===== src/hw/rtl/irbh_pkg.sv =====
// ---------------------------------------------------------------------------
// irbh_pkg - shared constants for the IR beam-block detector
// Field widths, register map codes and the constants of the divide-by-100
// reciprocal used by the shared multiplier.
// ---------------------------------------------------------------------------
`timescale 1ns / 1ps

package irbh_pkg;

  localparam int NUM_IR       = 6;
  localparam int CHANNELS_DEF = 6;

  localparam int CH_W     = 3;
  localparam int SAMPLE_W = 12;
  localparam int TRIG_W   = 8;
  localparam int TRIGS_W  = NUM_IR * TRIG_W;

  localparam int ADDR_W = 6;
  localparam int DATA_W = 64;
  localparam int REG_W  = 3;

  localparam logic [REG_W-1:0] REG_TRIGGER = REG_W'(NUM_IR);

  // floor(x / 100) = (x * DIV_RECIP) >> DIV_SHIFT, exact for x < 2^20
  localparam int MUL_A_W   = 20;
  localparam int MUL_B_W   = 21;
  localparam int PROD_W    = MUL_A_W + MUL_B_W;
  localparam int DIV_SHIFT = 27;
  localparam int THR_W     = PROD_W - DIV_SHIFT;
  localparam int CMP_W     = THR_W + 1;

  localparam logic [MUL_B_W-1:0] DIV_RECIP    = MUL_B_W'(1342178);
  localparam logic [MUL_B_W-1:0] HOLD_PERCENT = MUL_B_W'(90);

endpackage


===== src/hw/rtl/ir_beam_block_hysteresis.sv =====
// ---------------------------------------------------------------------------
// ir_beam_block_hysteresis - per-channel IR beam-block detector
// Judges one ADC sample against its channel's baseline and trigger percent,
// with a lower release threshold once the channel is blocked.
// ---------------------------------------------------------------------------
// Usage:
//   Sample channel (channel, sample) and result channel (channel_out,
//   blocked, blocked_map) each transfer when valid is high and stall low.
//   Baselines and the packed trigger percents are written over the APB
//   port at byte address 8*i; write them only while no sample is in flight.
//   Each sample runs through one shared 20x21 multiplier: baseline times
//   percent, then divide by 100 as a reciprocal multiply, and for a channel
//   already blocked a further multiply by 90 and divide by 100.
//   A sample passes the multiply, divide and compare states (a blocked
//   channel also a scale and a second divide); its result is registered
//   as it leaves compare, and only then may the next sample transfer.
//   sample_stall is high while a sample is in work. A finished result
//   waits in the output register while the receiver stalls; the next
//   sample may transfer meanwhile and holds in compare until it is free.
//   Reset clears all blocked flags, baselines and trigger percents.
// ---------------------------------------------------------------------------
`timescale 1ns / 1ps

module ir_beam_block_hysteresis
  import irbh_pkg::*;
#(
  parameter int CHANNELS = CHANNELS_DEF
) (
  input  logic                clk,
  input  logic                rst,
  input  logic                psel,
  input  logic                penable,
  input  logic                pwrite,
  input  logic [ADDR_W-1:0]   paddr,
  input  logic [DATA_W-1:0]   pwdata,
  output logic [DATA_W-1:0]   prdata,
  output logic                pready,
  input  logic                sample_valid,
  output logic                sample_stall,
  input  logic [CH_W-1:0]     channel,
  input  logic [SAMPLE_W-1:0] sample,
  output logic                result_valid,
  input  logic                result_stall,
  output logic [CH_W-1:0]     channel_out,
  output logic                blocked,
  output logic [NUM_IR-1:0]   blocked_map
);

  localparam int ACTIVE = (CHANNELS < NUM_IR) ? CHANNELS : NUM_IR;
  localparam logic [CH_W:0] ACTIVE_LIM = (CH_W + 1)'(ACTIVE);
  localparam logic [CH_W-1:0] NUM_LIM  = CH_W'(NUM_IR);

  localparam logic [2:0] S_IDLE  = 3'd0;
  localparam logic [2:0] S_MULT  = 3'd1;
  localparam logic [2:0] S_DIV   = 3'd2;
  localparam logic [2:0] S_SCALE = 3'd3;
  localparam logic [2:0] S_CMP   = 3'd4;

  logic [SAMPLE_W-1:0] base_mem [NUM_IR];
  logic [NUM_IR-1:0]   base_vld;
  logic [TRIGS_W-1:0]  trigger_percents;
  logic [NUM_IR-1:0]   flags;

  logic [2:0]          state;
  logic [2:0]          state_next;
  logic                scaled;
  logic                hold;
  logic [CH_W-1:0]     ch_q;
  logic [SAMPLE_W-1:0] sample_q;
  logic [SAMPLE_W-1:0] base_q;
  logic [TRIG_W-1:0]   trig_q;
  logic [PROD_W-1:0]   acc;

  logic [MUL_A_W-1:0]  mul_a;
  logic [MUL_B_W-1:0]  mul_b;
  logic [THR_W-1:0]    thr;
  logic [CMP_W-1:0]    need;
  logic                judge;
  logic                ch_ok;
  logic                now;
  logic                out_free;
  logic                sample_xfer;
  logic                cfg_wr;
  logic [REG_W-1:0]    wr_idx;
  logic [REG_W-1:0]    rd_idx;

  assign pready      = 1'b1;
  assign cfg_wr      = psel && penable && pwrite;
  assign wr_idx      = paddr[ADDR_W-1:ADDR_W-REG_W];
  assign rd_idx      = paddr[ADDR_W-1:ADDR_W-REG_W];
  assign sample_stall = (state != S_IDLE);
  assign sample_xfer = sample_valid && !sample_stall;
  assign out_free    = !result_valid || !result_stall;

  // register file
  always_ff @(posedge clk) begin
    if (cfg_wr && wr_idx < NUM_LIM) begin
      base_mem[wr_idx] <= pwdata[SAMPLE_W-1:0];
    end
  end

  always_ff @(posedge clk) begin
    if (rst) begin
      base_vld         <= '0;
      trigger_percents <= '0;
    end else if (cfg_wr) begin
      if (wr_idx < NUM_LIM) begin
        base_vld[wr_idx] <= 1'b1;
      end else if (wr_idx == REG_TRIGGER) begin
        trigger_percents <= pwdata[TRIGS_W-1:0];
      end
    end
  end

  // capture read data in the setup cycle
  always_ff @(posedge clk) begin
    if (psel && !penable) begin
      if (rd_idx < NUM_LIM) begin
        prdata <= base_vld[rd_idx] ? DATA_W'(base_mem[rd_idx]) : '0;
      end else if (rd_idx == REG_TRIGGER) begin
        prdata <= DATA_W'(trigger_percents);
      end else begin
        prdata <= '0;
      end
    end
  end

  // latch the sample and its channel setup
  always_ff @(posedge clk) begin
    if (sample_xfer) begin
      ch_q     <= channel;
      sample_q <= sample;
      if (channel < NUM_LIM) begin
        base_q <= base_vld[channel] ? base_mem[channel] : '0;
        trig_q <= trigger_percents[channel*TRIG_W +: TRIG_W];
        hold   <= flags[channel];
      end else begin
        base_q <= '0;
        trig_q <= '0;
        hold   <= 1'b0;
      end
    end
  end

  // shared multiplier operand select
  always_comb begin
    case (state)
      S_MULT: begin
        mul_a = MUL_A_W'(base_q);
        mul_b = MUL_B_W'(trig_q);
      end
      S_DIV: begin
        mul_a = acc[MUL_A_W-1:0];
        mul_b = DIV_RECIP;
      end
      S_SCALE: begin
        mul_a = MUL_A_W'(acc[PROD_W-1:DIV_SHIFT]);
        mul_b = HOLD_PERCENT;
      end
      default: begin
        mul_a = '0;
        mul_b = '0;
      end
    endcase
  end

  always_ff @(posedge clk) begin
    if (state inside {S_MULT, S_DIV, S_SCALE}) begin
      acc <= PROD_W'(mul_a) * PROD_W'(mul_b);
    end
  end

  // drop >= thr  <=>  base >= sample + thr
  assign thr   = acc[PROD_W-1:DIV_SHIFT];
  assign need  = CMP_W'(sample_q) + CMP_W'(thr);
  assign judge = CMP_W'(base_q) >= need;
  assign ch_ok = {1'b0, ch_q} < ACTIVE_LIM;
  assign now   = ch_ok && judge;

  always_comb begin
    state_next = state;
    case (state)
      S_IDLE: begin
        if (sample_xfer) begin
          state_next = S_MULT;
        end
      end
      S_MULT: begin
        state_next = S_DIV;
      end
      S_DIV: begin
        state_next = (hold && !scaled) ? S_SCALE : S_CMP;
      end
      S_SCALE: begin
        state_next = S_DIV;
      end
      S_CMP: begin
        if (out_free) begin
          state_next = S_IDLE;
        end
      end
      default: begin
        state_next = S_IDLE;
      end
    endcase
  end

  always_ff @(posedge clk) begin
    if (rst) begin
      state  <= S_IDLE;
      scaled <= 1'b0;
    end else begin
      state <= state_next;
      if (state == S_SCALE) begin
        scaled <= 1'b1;
      end else if (state == S_IDLE) begin
        scaled <= 1'b0;
      end
    end
  end

  // blocked flags and output register
  always_ff @(posedge clk) begin
    if (rst) begin
      flags        <= '0;
      result_valid <= 1'b0;
    end else if (state == S_CMP && out_free) begin
      result_valid <= 1'b1;
      if (ch_ok) begin
        flags[ch_q] <= now;
      end
    end else if (!result_stall) begin
      result_valid <= 1'b0;
    end
  end

  always_ff @(posedge clk) begin
    if (state == S_CMP && out_free) begin
      channel_out <= ch_q;
      blocked     <= now;
      if (ch_ok) begin
        blocked_map <= (flags & ~(NUM_IR'(1) << ch_q)) | (NUM_IR'(now) << ch_q);
      end else begin
        blocked_map <= flags;
      end
    end
  end

  a_blocked_in_map : assert property (@(posedge clk) disable iff (rst)
    result_valid && blocked |-> ((blocked_map >> channel_out) & NUM_IR'(1)) != '0)
    else $error("blocked result without its bit in the map");

  a_map_active : assert property (@(posedge clk) disable iff (rst)
    result_valid |-> (blocked_map >> ACTIVE) == '0)
    else $error("map bit set for an inactive channel");

  a_result_from_cmp : assert property (@(posedge clk) disable iff (rst)
    $rose(result_valid) |-> $past(state) == S_CMP)
    else $error("result raised outside the compare step");

endmodule


===== config.mk =====
export PLATFORM = sky130hd
export DESIGN_NAME = ir_beam_block_hysteresis
export DESIGN_NICKNAME = d
export VERILOG_FILES = /design/src/hw/rtl/irbh_pkg.sv /design/src/hw/rtl/ir_beam_block_hysteresis.sv
export SDC_FILE = /design/constraint.sdc
export NUM_CORES = 1
export LEC_CHECK = 0
export BUFFER_PORTS_ARGS = -buffer_cell sky130_fd_sc_hd__buf_4
export CORE_MARGIN = 1.5
export CORE_UTILIZATION = 45
export CTS_CLUSTER_DIAMETER = 150
export DETAILED_ROUTE_END_ITERATION = 10
export GPL_TIMING_DRIVEN = 0
export PLACE_DENSITY = 0.61
export REMOVE_ABC_BUFFERS = 1
export SYNTH_ARGS = -nofsm -noshare
export SYNTH_HDL_FRONTEND = slang
export SYNTH_SLANG_ARGS = --single-unit

===== constraint.sdc =====
create_clock -name clk -period 8.4 [get_ports clk]
set_input_delay 0.84 -clock clk [delete_from_list [all_inputs] [get_ports clk]]
set_output_delay 0.84 -clock clk [all_outputs]
set_load 0.02 [all_outputs]

## After elaboration in Yosys (flattened, before gate mapping)

Memory sizes are Yosys's and may differ from the RTL's. A register that Yosys moved wholly into a read port is not among the register bits.
Index checks and enable logic that the tools add are counted.

- Register bits: 204
- Bits in writable memories: 72
- Bits of input ports: 92
- Output and inout port bits: 77
- Logic and storage cells: 97
- Memories kept: 1

- $add $sub $neg: 1
- Multipliers: 1
- $lt $le $gt $ge: 9
- Equal/unequal tests: 8
- Shift-type cells: 3
- Multiplexer cells: 27
- Bitwise operators: 5
- Reduce and logical (&&, ||, !) cells: 27

Memory list:

| memory | words | bits a word | read ports | clocked after Yosys merged registers in | wr ports | line | source |
|---|---|---|---|---|---|---|---|
| base_mem | 6 | 12 | 2 | 1 | 1 | ir_beam_block_hysteresis.sv:59 | `logic [SAMPLE_W-1:0] base_mem [NUM_IR];` |

Operators by type and width:

| operator | count |
|---|---|
| 48-bit 2-to-1 mux | 2 |
| 21-bit case mux with 3 select lines | 1 |
| 20-bit case mux with 3 select lines | 1 |
| 48-bit by 7-bit indexed part select with 8-bit output | 1 |
| 20-bit by 21-bit multiplier with 41-bit output | 1 |
| 12-bit by 14-bit adder with 15-bit output | 1 |
| 12-bit by 15-bit greater-or-equal comparator with 1-bit output | 1 |
| 3-bit by 4-bit less-than comparator with 1-bit output, second input constant | 3 |
| 12-bit 2-to-1 mux | 1 |
| 6-bit OR | 2 |
| 3-bit case mux with 4 select lines | 1 |
| 1-bit 2-to-1 mux | 11 |
| 1-bit logical AND | 10 |
| 1-bit binary-select mux with 3-bit select | 3 |
| 3-bit less-than comparator, second input constant | 3 |
| 3-bit 2-to-1 mux | 3 |
| 2-bit AND reduction | 4 |
| 6-bit bitwise AND | 1 |
| 6-bit bitwise mux | 1 |
| 1-bit demux with 3-bit select | 2 |
| 3-bit by 2-bit == test with 1-bit output, second input constant | 2 |
| 3-bit == test, second input constant | 2 |
| 3-bit by 1-bit greater-or-equal comparator with 1-bit output, second input constant | 2 |
| 1-bit zero test | 6 |
| other kinds (14) | 16 |

## Longest topological paths before layout

- Depth in word-level cells: 6
- Mapped depth: 29
- Gate-level depth less buffers: 26

## Least setup slack after synthesis

OpenSTA, ideal clock, no wires.

- Path type: register -> register
- From: register state[1]
- To: register acc[36], data pin
- Setup time: 0.260 ns
- Arrival time: 7.181 ns
- Required time: 8.140 ns
- Setup slack: 0.960 ns
- Cell stages (with the launch flop): 28
- Buffers on the path: 3
- Clock period less this slack: 7.440 ns
- Cells stage by stage: dfxtp_1 > clkbuf_1 > clkbuf_1 > clkbuf_1 > mux2_2 > nand2_1 > a21o_1 > nor2_1 > fa_1 > fa_1 > inv_1 > fa_1 > fa_1 > fa_1 > inv_1 > fa_1 > inv_1 > fa_1 > inv_1 > ha_1 > and3_1 > a221o_1 > a21oi_1 > o32a_1 > a21oi_1 > a221o_1 > a21oi_1 > xnor2_1

- Cells in the longest elaborated chain, start to end: 3
- Elaborated cells between the ends (all ways): 6
- Those cells by class: mul: 1; eq/ne: 3; mux: 2

RTL lines:

| what | line | source |
|---|---|---|
| start, declared | ir_beam_block_hysteresis.sv:64 | `logic [2:0] state;` |
| start signal, assigned | ir_beam_block_hysteresis.sv:213 | `state <= state_next;` |
| 3-bit by 2-bit == test with 1-bit output or 3-bit by 1-bit == test with 1-bit output (tied branches) | ir_beam_block_hysteresis.sv:147 | `case (state)` |
| 20-bit case mux with 3 select lines or 21-bit case mux with 3 select lines (tied branches) | ir_beam_block_hysteresis.sv:147 |  |
| 20-bit by 21-bit multiplier with 41-bit output * | ir_beam_block_hysteresis.sv:169 | `acc <= PROD_W'(mul_a) * PROD_W'(mul_b);` |
| end signal, assigned | ir_beam_block_hysteresis.sv:169 |  |
| end, declared | ir_beam_block_hysteresis.sv:72 | `logic [PROD_W-1:0] acc;` |

Every way passes the cells marked *; elsewhere a longest branch is shown, timed or not.
A chain may end at the register's enable or synchronous reset.

## Worst setup path after layout

- From: register state[2]
- To: register acc[36], data pin

Same word-level chain as after synthesis.

==> results.cfg <==
[logic_synthesis]
synth_adder_area_share_pct = 32.9
avgSynthCellArea_um2 = 10.7
synth_cells = 2040
ys_ff_latch = 265
mappedNetlistArea_um2 = 21900
ys_types = 71
synth_top_family_by_area = adder cells
synthXorXnorAreaFrac_pct = 1.48
synth_compound_area_share_pct = 8.14
synth.mux.area_fraction_pct = 5.86
synth-simple-area-share_pct = 11.0
synth_enable_flop_cells = 200
synth_top_flop_cell = edfxtp_1
ys_async_sr_fraction_pct = 0
yosysWarnings = 0
ys_seq_area_share_pct = 33.4

[drt]
routedWlPerCell_um = 18.9
vias = 14710
dr.pass1.iters = 5
ant_nets = 0
wirelength_mm = 53.2
drt_iter0_markers = 809
avgViaCountPerCell = 5.24
drc = 0

[power_and_ir_drop]
pwr-share-seq_pct = 35.8
leakagePower_nw = 11.4
vdd_ir_drop_max_uv = 167
powerDensity_nw_per_um2 = 176
power_switching_share_pct = 33.6
clkPwrFrac_pct = 29.5
p_switching_mw = 1.45
internal_power_mw = 2.88
combPwrFrac_pct = 34.7
p_total_mw = 4.33

[grt]
antenna_found_initial = 0
grt_pass1_vias = 15545
track_usage_pct = 21.8
grt-ovfl-total = 0
grt_max_degree = 72
grt_pass1_wl_mm = 85.1

[die]
num_io_pins = 169
rows = 80
die-area_um2 = 50000
die_h_um = 224
start_util_pct = 45.8
fp.dieW_um = 224
core_um2 = 47800

[placement]
detailedPlacementHpwl_mm = 42.2
placedInstanceArea_um2 = 23700
gp_congestion = 0.883
port_buffers = 132

[layout]
final_util_pct = 51.5
drive_gt1_share_pct = 12.6
fill_cells = 4302
final_nets = 2710
multi_input_area_um2 = 13300
regArea_um2 = 7320
area_growth_syn_to_layout_pct = 12.6
antenna_cells = 0
finalInstanceArea_um2 = 24700

[timing]
final-setup-viol-count = 0
post-route-period-util_pct = 94.7
timing.final.hold_violations = 0
clock_skew_ns = 0.0296
maxSlewHeadroom_pct = 20.2
worst_slew_pin_slew_ns = 1.20
fin_setup_tns_ns = 0
fmax_mhz = 126
min_period_ns = 7.95
finalMaxSlewViolations = 0

[cts]
h-tree-depth = 1
clock_latency_ns = 0.57
cts_buffers = 29
cts_hold_buf = 0
cts_sinks = 265
ctsLongestPathBuffers = 3
cts_root_buffer = clkbuf_16
cts_tree = built
clk_pin_slew_worst_paths_ns = 0.06

[worst_setup_path]
max_stage_delay_ns = 0.88
slowest_stage = dfxtp_2
cp-start-kind = flop
cp_max_fo = 37
path_cells = nor2b_4 -> o21ai_1 -> nor2_1 -> fa_1 -> fa_1 -> inv_1 -> fa_1 -> fa_1 -> fa_1 -> inv_1 -> fa_1 -> inv_1 -> fa_1 -> inv_1 -> ha_1 -> and3_1 -> a221o_1 -> a21oi_1 -> o32a_1 -> a21oi_1 -> a221o_1 -> a21oi_1 -> xnor2_1
crit_top_cell = fa_1
end_kind = flop
arrival_ns = 8.26
crit_type = reg2reg
required_ns = 8.71

[min_path]
holdCritPathClass = in2reg

[run_status]
status = complete, no violations

[flow_run]
drv_cap = 0
==> what timing repair did <==
item                       4_1_cts  5_1_grt
resized for setup                6        5
buffers inserted                 0        0
pin swaps                        0        0
setup endpoints to repair       16        8
==> cells by family (layout without fill, tap and decap cells) <==
group	after synthesis	count (layout)
XOR/XNOR	37	37
adder cells (fa/ha/maj)	448	448
other	2	45
AO/OA/AOI/OAI	282	282
flip-flops	265	265
buffers and inverters	400	510
AND/OR/NAND/NOR	522	522
multiplexers	84	84
==> Yosys cell counts (4+ instances only) <==
| master | n | share of area [%] |
|---|---|---|
| xnor2_1 | 26 | 1.0 |
| and3_1 | 9 | 0.26 |
| o21ai_1 | 5 | 0.11 |
| nor2b_1 | 22 | 0.63 |
| o41ai_1 | 8 | 0.32 |
| o31ai_1 | 4 | 0.14 |
| nand3_1 | 17 | 0.39 |
| or3_1 | 4 | 0.11 |
| inv_1 | 309 | 5.3 |
| nor2_1 | 101 | 1.7 |
| a211oi_1 | 20 | 0.69 |
| xor2_1 | 11 | 0.44 |
| nand3b_1 | 7 | 0.24 |
| dfxtp_1 | 65 | 5.9 |
| ha_1 | 235 | 13 |
| o21a_1 | 10 | 0.34 |
| buf_4 | 17 | 0.58 |
| fa_1 | 213 | 19 |
| nand2_1 | 243 | 4.2 |
| edfxtp_1 | 200 | 27 |
| buf_1 | 7 | 0.12 |
| a22oi_1 | 5 | 0.17 |
| mux2i_1 | 36 | 1.6 |
| clkbuf_1 | 57 | 0.98 |
| a21o_1 | 30 | 1.0 |
| nor3_1 | 9 | 0.21 |
| buf_2 | 8 | 0.18 |
| o21bai_1 | 9 | 0.31 |
| a31oi_1 | 6 | 0.17 |
| mux4_2 | 34 | 3.5 |
| a21oi_1 | 100 | 2.3 |
| nand4_1 | 7 | 0.20 |
| a211o_1 | 4 | 0.16 |
| and2_1 | 66 | 1.9 |
| or2_2 | 10 | 0.29 |
| nand2b_1 | 14 | 0.40 |
| mux2_2 | 14 | 0.72 |
| o21ai_0 | 55 | 1.3 |
==> area by class of cell <==
cell class                      instances  area share (%)
Multi-Input combinational cell       1418            53.8
Sequential cell                       265            29.7
Timing Repair Buffer                  146            4.88
Inverter                              310            4.72
Clock buffer                           37            3.15
Tap cell                              615            3.12
Clock inverter                         17           0.711
==> power groups by stage <==
stage	clock network, mW	logic (mW)	registers (mW)
after detailed placement	0	1.49	1.58
final	1.28	1.50	1.55
after CTS	1.29	1.52	1.55
after global routing	1.34	1.70	1.56
after floorplan	0	1.05	1.55
after global placement	0	1.47	1.58
==> layer usage <==
| layer | GRT usage, % | routed length, µm | vias to the layer above |
|---|---|---|---|
| met1 | 28.3 | 22700 | 7307 |
| met3 | 4.51 | 3310 | 50 |
| met4 | 3.36 | 703 | 0 |
| met2 | 38.1 | 26400 | 326 |
| li1 | - | - | 7027 |
| met5 | 0 | 0 | - |
==> critical path, delay by kind of cell, from the launching register on <==
kind            cells  cell delay (ns)
fa+ha+maj           8             3.81
compound gates      7             2.09
flops               1             0.88
simple gates        3             0.58
buf+inv             4             0.21
xor+xnor            1             0.11
==> per-stage QoR <==
step / cells / hold WS (ns) / setup slack [ns]
after floorplan: 1993 / 0.435 / -0.0891
after global placement: 2740 / 0.451 / -3.11
after detailed placement: 2754 / 0.457 / -0.835
after CTS: 2808 / 0.426 / 0.0870
after global routing: 2808 / 0.428 / -0.000672
final: 2808 / 0.444 / 0.447
==> worst paths after layout <==
path	startpoint	endpoint	slack, ns	cells after the start
setup / recovery	state[2]	acc[36]	0.45	23
hold / removal	sample[2]	sample_q[2]	0.44	1
setup reg to reg	state[2]	acc[36]	0.45	23
hold reg to reg	trigger_percents[27]	trigger_percents[27]	0.46	2
==> cells in the final DEF, fill, tap and decap left out, types with 30 or more instances in the layout <==
cell / instances
mux2i_1: 36
a21oi_1: 98
a21o_1: 30
conb_1: 45
edfxtp_1: 200
and2_1: 65
fa_1: 213
o21ai_0: 54
dfxtp_1: 62
buf_4: 136
ha_1: 235
nand2_1: 242
nor2_1: 99
inv_1: 309
mux4_2: 34
==> sequential cells by signal, summed over array words and instances, names as in the netlist, 3 cells and up <==
register          count
sample_q             12
prdata               48
trigger_percents     48
base_q               12
ch_q                  3
blocked_map           6
channel_out           3
base_mem             72
base_vld              6
trig_q                8
flags                 6
state                 3
acc                  34
Note: power is estimated with default switching activity, not from simulation.
